<file path="config.mk">
export PLATFORM = sky130hd
export DESIGN_NAME = csv_record_tokenizer_core
export DESIGN_NICKNAME = d
export VERILOG_FILES = /design/src/design/csv_tok_pkg.sv /design/src/design/csv_record_tokenizer_core.sv
export VERILOG_INCLUDE_DIRS = /design/src /design/src/design
export SDC_FILE = /design/constraint.sdc
export NUM_CORES = 1
export LEC_CHECK = 0
export BUFFER_PORTS_ARGS = -buffer_cell sky130_fd_sc_hd__buf_2
export CORE_AREA = 5 5 109 111
export CTS_CLUSTER_DIAMETER = 30
export DETAILED_ROUTE_END_ITERATION = 8
export DIE_AREA = 0 0 114 116
export PLACE_DENSITY_LB_ADDON = 0.3
export SLEW_MARGIN = 30
export SYNTH_ARGS = -nofsm -noshare
export SYNTH_HDL_FRONTEND = slang
export SYNTH_SLANG_ARGS = --single-unit
</file>
<file path="constraint.sdc">
create_clock -name clk_i -period 9.6 [get_ports clk_i]
set_input_delay 1.92 -clock clk_i [delete_from_list [all_inputs] [get_ports clk_i]]
set_output_delay 1.92 -clock clk_i [all_outputs]
set_load 0.02 [all_outputs]
</file>
<file path="src/design/assert_macros.svh">
// Assertion macros shared by the tokenizer RTL.
`ifndef ASSERT_MACROS_SVH
`define ASSERT_MACROS_SVH
`ifndef NO_ASSERTIONS
`define CSV_ASSERT(name, clk, rst_n, prop) \
  name: assert property (@(posedge clk) disable iff (!rst_n) (prop)) \
    else $error("assertion failed");
`define CSV_ASSERT_IMP(name, clk, rst_n, ante, cons) \
  name: assert property (@(posedge clk) disable iff (!rst_n) (ante) |-> (cons)) \
    else $error("assertion failed");
`else
`define CSV_ASSERT(name, clk, rst_n, prop)
`define CSV_ASSERT_IMP(name, clk, rst_n, ante, cons)
`endif
`endif

</file>
<file path="src/design/csv_tok_pkg.sv">
// Types, constants and the per-byte parse function of the CSV tokenizer.
package csv_tok_pkg;

  localparam logic [7:0] CH_CR = 8'h0D;
  localparam logic [7:0] CH_LF = 8'h0A;
  localparam logic [7:0] DELIM_RESET = 8'd44;
  localparam logic [7:0] QUOTE_RESET = 8'd34;

  typedef enum logic [1:0] {
    MODE_START  = 2'd0,
    MODE_PLAIN  = 2'd1,
    MODE_QUOTED = 2'd2,
    MODE_QSEEN  = 2'd3
  } mode_e;

  typedef enum logic [1:0] {
    KIND_DATA = 2'd0,
    KIND_END  = 2'd1,
    KIND_ERR  = 2'd2
  } kind_e;

  typedef enum logic {
    ACT_BYTE = 1'b0,
    ACT_EOF  = 1'b1
  } action_e;

  typedef struct packed {
    kind_e      kind;
    logic [7:0] data;
    logic       quoted;
    logic       rec_end;
    logic       last;
  } res_t;

  typedef struct packed {
    mode_e      mode;
    logic [1:0] cnt;
    logic       rec_clr;
    res_t       r0;
    res_t       r1;
  } tb_t;

  function automatic res_t mk_data(input logic [7:0] c);
    res_t r;
    r = '0;
    r.kind = KIND_DATA;
    r.data = c;
    return r;
  endfunction

  function automatic res_t mk_end(input logic quoted, input logic rec_end);
    res_t r;
    r = '0;
    r.kind = KIND_END;
    r.quoted = quoted;
    r.rec_end = rec_end;
    return r;
  endfunction

  function automatic res_t mk_err();
    res_t r;
    r = '0;
    r.kind = KIND_ERR;
    return r;
  endfunction

  // One byte through the field state machine; gives up to two results.
  function automatic tb_t take_byte(input mode_e mode, input logic [7:0] c,
                                    input logic [7:0] delim, input logic [7:0] quote);
    tb_t t;
    t = '0;
    t.mode = mode;
    case (mode)
      MODE_START: begin
        if (c == CH_LF) begin
          t.r0 = mk_end(1'b0, 1'b1);
          t.cnt = 2'd1;
          t.rec_clr = 1'b1;
          t.mode = MODE_START;
        end else if (c == quote) begin
          t.mode = MODE_QUOTED;
        end else if (c == delim) begin
          t.r0 = mk_end(1'b0, 1'b0);
          t.cnt = 2'd1;
          t.mode = MODE_START;
        end else begin
          t.r0 = mk_data(c);
          t.cnt = 2'd1;
          t.mode = MODE_PLAIN;
        end
      end
      MODE_PLAIN: begin
        if (c == CH_LF) begin
          t.r0 = mk_end(1'b0, 1'b1);
          t.cnt = 2'd1;
          t.rec_clr = 1'b1;
          t.mode = MODE_START;
        end else if (c != quote && c == delim) begin
          t.r0 = mk_end(1'b0, 1'b0);
          t.cnt = 2'd1;
          t.mode = MODE_START;
        end else begin
          t.r0 = mk_data(c);
          t.cnt = 2'd1;
        end
      end
      MODE_QUOTED: begin
        if (c == quote) begin
          t.mode = MODE_QSEEN;
        end else begin
          t.r0 = mk_data(c);
          t.cnt = 2'd1;
        end
      end
      MODE_QSEEN: begin
        if (c == CH_LF) begin
          t.r0 = mk_end(1'b1, 1'b1);
          t.cnt = 2'd1;
          t.rec_clr = 1'b1;
          t.mode = MODE_START;
        end else if (c == quote) begin
          t.r0 = mk_data(c);
          t.cnt = 2'd1;
          t.mode = MODE_QUOTED;
        end else if (c == delim) begin
          t.r0 = mk_end(1'b1, 1'b0);
          t.cnt = 2'd1;
          t.mode = MODE_START;
        end else begin
          t.r0 = mk_end(1'b1, 1'b0);
          t.r1 = mk_data(c);
          t.cnt = 2'd2;
          t.mode = MODE_PLAIN;
        end
      end
      default: begin
        t.mode = MODE_START;
      end
    endcase
    return t;
  endfunction

endpackage

</file>
<file path="src/design/csv_record_tokenizer_core.sv">
// Top level of the CSV record tokenizer: input register, parse logic, result buffer.
// A byte is held in the input register, then its results in the result buffer.
// Throughput: one input byte per cycle while out_stall_i is low and each byte gives
// at most one result; otherwise the next byte waits until the last result is taken.
// Reset clears parse state, buffers and restores delimiter 44 and quote 34.
`include "assert_macros.svh"
module csv_record_tokenizer_core (
  input  logic        clk_i,
  input  logic        rst_ni,
  input  logic        psel,
  input  logic        penable,
  input  logic        pwrite,
  input  logic [2:0]  paddr,
  input  logic [31:0] pwdata,
  output logic [31:0] prdata,
  output logic        pready,
  input  logic        in_valid_i,
  output logic        in_stall_o,
  input  logic        action_i,
  input  logic [7:0]  text_byte_i,
  output logic        out_valid_o,
  input  logic        out_stall_i,
  output logic [1:0]  kind_o,
  output logic [7:0]  data_byte_o,
  output logic        field_quoted_o,
  output logic        record_end_o,
  output logic        last_o
);
  import csv_tok_pkg::*;

  logic [7:0] delim_q, quote_q;
  logic       in_valid_q;
  action_e    action_q;
  logic [7:0] byte_q;
  mode_e      mode_q, mode_d;
  logic       cr_q, cr_d;
  logic       rs_q, rs_d;
  res_t       res_q [3];
  logic [1:0] cnt_q;
  res_t       res_d [3];
  logic [1:0] cnt_d;
  logic       out_xfer, buf_free, proc, in_load;
  tb_t        ta, tb;
  logic       use_a, use_b;
  logic [1:0] ca, cb;
  logic [2:0] sum;

  assign pready = 1'b1;
  assign prdata = paddr[2] ? {24'd0, quote_q} : {24'd0, delim_q};

  always_ff @(posedge clk_i or negedge rst_ni) begin
    if (!rst_ni) begin
      delim_q <= DELIM_RESET;
      quote_q <= QUOTE_RESET;
    end else if (psel && penable && pwrite) begin
      if (paddr[2]) begin
        quote_q <= pwdata[7:0];
      end else begin
        delim_q <= pwdata[7:0];
      end
    end
  end

  assign out_xfer = out_valid_o && !out_stall_i;
  assign buf_free = (cnt_q == 2'd0) || (cnt_q == 2'd1 && out_xfer);
  assign proc = in_valid_q && buf_free;
  assign in_stall_o = in_valid_q && !buf_free;
  assign in_load = !in_valid_q || proc;

  always_ff @(posedge clk_i or negedge rst_ni) begin
    if (!rst_ni) begin
      in_valid_q <= 1'b0;
    end else if (in_load) begin
      in_valid_q <= in_valid_i;
    end
  end

  always_ff @(posedge clk_i) begin
    if (in_load && in_valid_i) begin
      action_q <= action_e'(action_i);
      byte_q <= text_byte_i;
    end
  end

  always_comb begin
    ta = take_byte(mode_q, (cr_q && byte_q != CH_LF) ? CH_CR : byte_q, delim_q, quote_q);
    tb = take_byte(ta.mode, byte_q, delim_q, quote_q);
    use_a = !(!cr_q && byte_q == CH_CR);
    use_b = cr_q && byte_q != CH_LF && byte_q != CH_CR;
    ca = use_a ? ta.cnt : 2'd0;
    cb = use_b ? tb.cnt : 2'd0;
    res_d[0] = '0;
    res_d[1] = '0;
    res_d[2] = '0;
    cnt_d = 2'd0;
    sum = 3'd0;
    if (action_q == ACT_EOF) begin
      mode_d = MODE_START;
      cr_d = 1'b0;
      rs_d = 1'b0;
      case (mode_q)
        MODE_QUOTED: begin
          res_d[0] = mk_err();
          cnt_d = 2'd1;
        end
        MODE_PLAIN: begin
          res_d[0] = mk_end(1'b0, 1'b1);
          cnt_d = 2'd1;
        end
        MODE_QSEEN: begin
          res_d[0] = mk_end(1'b1, 1'b1);
          cnt_d = 2'd1;
        end
        default: begin
          if (rs_q) begin
            res_d[0] = mk_end(1'b0, 1'b1);
            cnt_d = 2'd1;
          end
        end
      endcase
    end else begin
      cr_d = (byte_q == CH_CR);
      mode_d = use_b ? tb.mode : (use_a ? ta.mode : mode_q);
      rs_d = !((use_a && ta.rec_clr) || (use_b && tb.rec_clr));
      case (ca)
        2'd0: begin
          res_d[0] = tb.r0;
          res_d[1] = tb.r1;
        end
        2'd1: begin
          res_d[0] = ta.r0;
          res_d[1] = tb.r0;
          res_d[2] = tb.r1;
        end
        default: begin
          res_d[0] = ta.r0;
          res_d[1] = ta.r1;
          res_d[2] = tb.r0;
        end
      endcase
      sum = {1'b0, ca} + {1'b0, cb};
      cnt_d = sum[1:0];
    end
    res_d[0].last = (cnt_d == 2'd1);
    res_d[1].last = (cnt_d == 2'd2);
    res_d[2].last = (cnt_d == 2'd3);
  end

  always_ff @(posedge clk_i or negedge rst_ni) begin
    if (!rst_ni) begin
      mode_q <= MODE_START;
      cr_q <= 1'b0;
      rs_q <= 1'b0;
      cnt_q <= 2'd0;
    end else if (proc) begin
      mode_q <= mode_d;
      cr_q <= cr_d;
      rs_q <= rs_d;
      cnt_q <= cnt_d;
    end else if (out_xfer) begin
      cnt_q <= cnt_q - 2'd1;
    end
  end

  always_ff @(posedge clk_i) begin
    if (proc) begin
      res_q <= res_d;
    end else if (out_xfer) begin
      res_q[0] <= res_q[1];
      res_q[1] <= res_q[2];
    end
  end

  assign out_valid_o = (cnt_q != 2'd0);
  assign kind_o = res_q[0].kind;
  assign data_byte_o = res_q[0].data;
  assign field_quoted_o = res_q[0].quoted;
  assign record_end_o = res_q[0].rec_end;
  assign last_o = res_q[0].last;

  `CSV_ASSERT_IMP(a_stall_needs_item, clk_i, rst_ni, in_stall_o, in_valid_q)
  `CSV_ASSERT_IMP(a_more_not_last, clk_i, rst_ni, cnt_q > 2'd1, !res_q[0].last)
  `CSV_ASSERT_IMP(a_single_is_last, clk_i, rst_ni, cnt_q == 2'd1, res_q[0].last)
  `CSV_ASSERT_IMP(a_marker_no_data, clk_i, rst_ni, out_valid_o && kind_o != KIND_DATA, data_byte_o == 8'd0)
  `CSV_ASSERT_IMP(a_cr_not_after_eof, clk_i, rst_ni, proc && action_q == ACT_EOF, ##1 (!cr_q && mode_q == MODE_START))

endmodule
</file>
==> results_dict.tcl <==
set metrics [dict create \
    fin_ws_ns 5.017 \
    cp_data_required_time_ns 7.68 \
    cts_made_buffers 9 \
    grt_busiest_layer "met2" \
    p_per_area_mw_per_mm2 270.4 \
    port_buffers 47 \
    overflow 0 \
    io_pins 99 \
    first_pass_iters 5 \
    die_w_um 114 \
    netlist_instances 420 \
    vias 3180 \
    die_y_um 116 \
    cts_tree "built" \
    antenna_found_initial 0 \
    ys_seq_area_share_pct 44.50 \
    dieArea_mm2 0.01322 \
    dp_slack_ns 5.011 \
    fmax_ghz 0.2182 \
    drive_above_1_share_pct 26.27 \
    cts_hold_buffers 0 \
    rsz0062_at_grt "false" \
    yosysWarnings 0 \
    hold_start "rs_q$_DFFE_PN0P_" \
    finalSetupViolations 0 \
    clkLatencyLatePin_ns 0.34 \
    synth-async-reset-ratio_pct 33.33 \
    final.min_clock_period_ns 4.583 \
    cts_setup_buffers 0 \
    grt_pass1_vias 3141 \
    synth_edf_count 46 \
    syn_area_mm2 0.004412 \
    r2r_end "last_o$_DFFE_PP_" \
    status "finished clean" \
    rr_worst_depth 12 \
    core_mm2 0.01070 \
    num_rows 38 \
    drv_cap 0 \
    start_kind "primary input" \
    synth_area_per_cell_um2 10.50 \
    routed_wl_mm 9.443 \
    hold_end "rs_q$_DFFE_PN0P_" \
    grt_first_pass_wirelength_mm 15.77 \
    use_met2_pct 24.43 \
    place_congestion 0.8901 \
    wire_per_inst_um 15.92 \
    fin_nets 502 \
    regToRegSetupSlack_ns 5.15 \
    p_leak_nw 1.842 \
    ctsRootBufferMaster "clkbuf_8" \
    synth_top_area_share_pct 31.31 \
    path_max_fanout 10 \
    dp_hpwl_mm 7.027 \
    whs_ns 0.5228 \
    area_delta_synth_final_pct 8.877 \
    fin_tns_setup_ns 0 \
    ys.flop_type "edfxtp_1" \
    ant_nets 0 \
    use_met1_pct 20.23 \
    ys_ff_latch 69 \
    total_power_mw 1.299 \
    relSlewSlack_pct 51.34 \
    grt_util_all_layers_pct 14.91 \
    yosys.area.top_type "edfxtp_1" \
    cts_sinks 69 \
    hold_path_class "reg -> reg" \
    r2r_start "cr_q$_DFFE_PN0P_" \
    initial_core_util_pct 41.24 \
    drc 0 \
    n_antenna_cell 0 \
    synth_cell_types 75 \
    critical_path_class "in -> out" \
    crit_path_end_kind "primary output" \
    grt_start_max_net_pins 34 \
    path_clk_slew_ns 0.08 \
    h-tree-depth 3 \
    period_share_pct 47.74 \
    irDropWorstVdd_mv 0.1237 \
    fin_skew_ns 0.01097 \
    drt_iter0_markers 238 \
    worst_ep_arrival_time_ns 2.66 \
    whs_path_depth 2 \
    clockBufferDepth 2 \
    use_met3_pct 3.133 \
    cts_resized 0 \
    drv_slew 0 \
    hold_viol_final 0 \
    via_per_inst 5.363 \
    synth.area.top_cells "edfxtp_1 (31%), dfrtp_1 (10%), mux2_2 (6.1%)" \
    tightestPinTransition_ns 0.7204 \
]
per-stage QoR:
step,instances,cell area [um^2],utilization [%]
2_1_floorplan,445,4506,-
3_3_place_gp,577,4581,42.82
3_5_place_dp,577,4581,42.82
4_1_cts,593,4803,44.90
5_1_grt,593,4803,44.90
6_report,593,4803,44.90
report_power, final:
| group | internal [mW] | leakage (nW) | total [mW] | switching (mW) |
|---|---|---|---|---|
| Sequential | 0.474 | 0.733 | 0.562 | 0.0879 |
| Clock | 0.147 | 0.110 | 0.263 | 0.116 |
| Combinational | 0.191 | 0.999 | 0.474 | 0.283 |
layout by cell type, fill, tap and decap left out, types with 4 or more instances in the layout:
master / instances
xnor2_1: 12
xor2_1: 6
a21oi_1: 14
and2_1: 15
conb_1: 27
mux2_2: 24
buf_2: 47
nor2_1: 22
nand2_1: 27
o21ai_0: 22
and3_1: 4
clkbuf_8: 9
nor3_1: 8
o21a_1: 4
a22o_1: 10
dfstp_2: 5
dfrtp_1: 18
nand4_1: 5
nor2b_1: 10
nand3_1: 6
inv_1: 9
edfxtp_1: 46
nand2b_1: 11
cell families (layout without fill, tap and decap cells):
logic type / count (synthesis) / after routing / share of synthesized area [%]
fa+ha+maj: 4 / 4 / 1.078
buf+inv: 67 / 75 / 8.962
flops: 69 / 69 / 44.50
simple gates: 134 / 134 / 18.29
compound gates: 102 / 102 / 17.30
mux: 24 / 24 / 6.126
xor+xnor: 18 / 18 / 3.573
other cells: 2 / 27 / 0.1702
sequential cells by signal, indices dropped and copies added (netlist names):
signal,flops
quote_q,8
cnt_q,2
in_valid_q,1
last_o,1
kind_o,2
data_byte_o,8
action_q,1
res_q,24
byte_q,8
record_end_o,1
mode_q,2
cr_q,1
field_quoted_o,1
delim_q,8
rs_q,1
per-layer routing:
layer / up-vias / share of wire (%)
li1: 1555 / -
met1: 1508 / 45
met2: 109 / 47
met3: 8 / 6.8
met4: 0 / 0.93
met5: - / 0
final cells by class:
type | count | area (um^2)
Multi-Input combinational cell | 309 | 2155
Inverter | 10 | 37.54
Timing Repair Buffer | 49 | 250.2
Fill cell | 994 | 5894
Sequential cell | 69 | 1963
Clock inverter | 7 | 98.84
Tap cell | 140 | 175.2
Clock buffer | 9 | 123.9
cells in the mapped netlist (10+ instances only):
library cell / n
nor2b_1: 10
a21oi_1: 15
nand2b_1: 11
nand2_1: 27
o21ai_0: 22
buf_4: 35
mux2_2: 24
and2_1: 15
xnor2_1: 12
edfxtp_1: 46
nor2_1: 22
clkbuf_1: 13
a22o_1: 10
dfrtp_1: 18
worst max path at each step:
stage                      from          endpoint  slack, ns  cells after the start
2_1_floorplan          paddr[2]         prdata[0]       5.04                      2
3_3_place_gp           paddr[2]         prdata[4]       5.03                      3
3_5_place_dp           paddr[2]         prdata[4]       5.01                      3
4_1_cts                paddr[2]         prdata[4]       5.01                      3
5_1_grt        cr_q$_DFFE_PN0P_  last_o$_DFFE_PP_       4.83                     12
6_report               paddr[2]         prdata[4]       5.02                      3
worst max-delay path, cell delays in order:
cell    delay [ns]
buf_2         0.22
mux2_2        0.36
buf_2         0.16
Power figures use the tool's default switching activity.
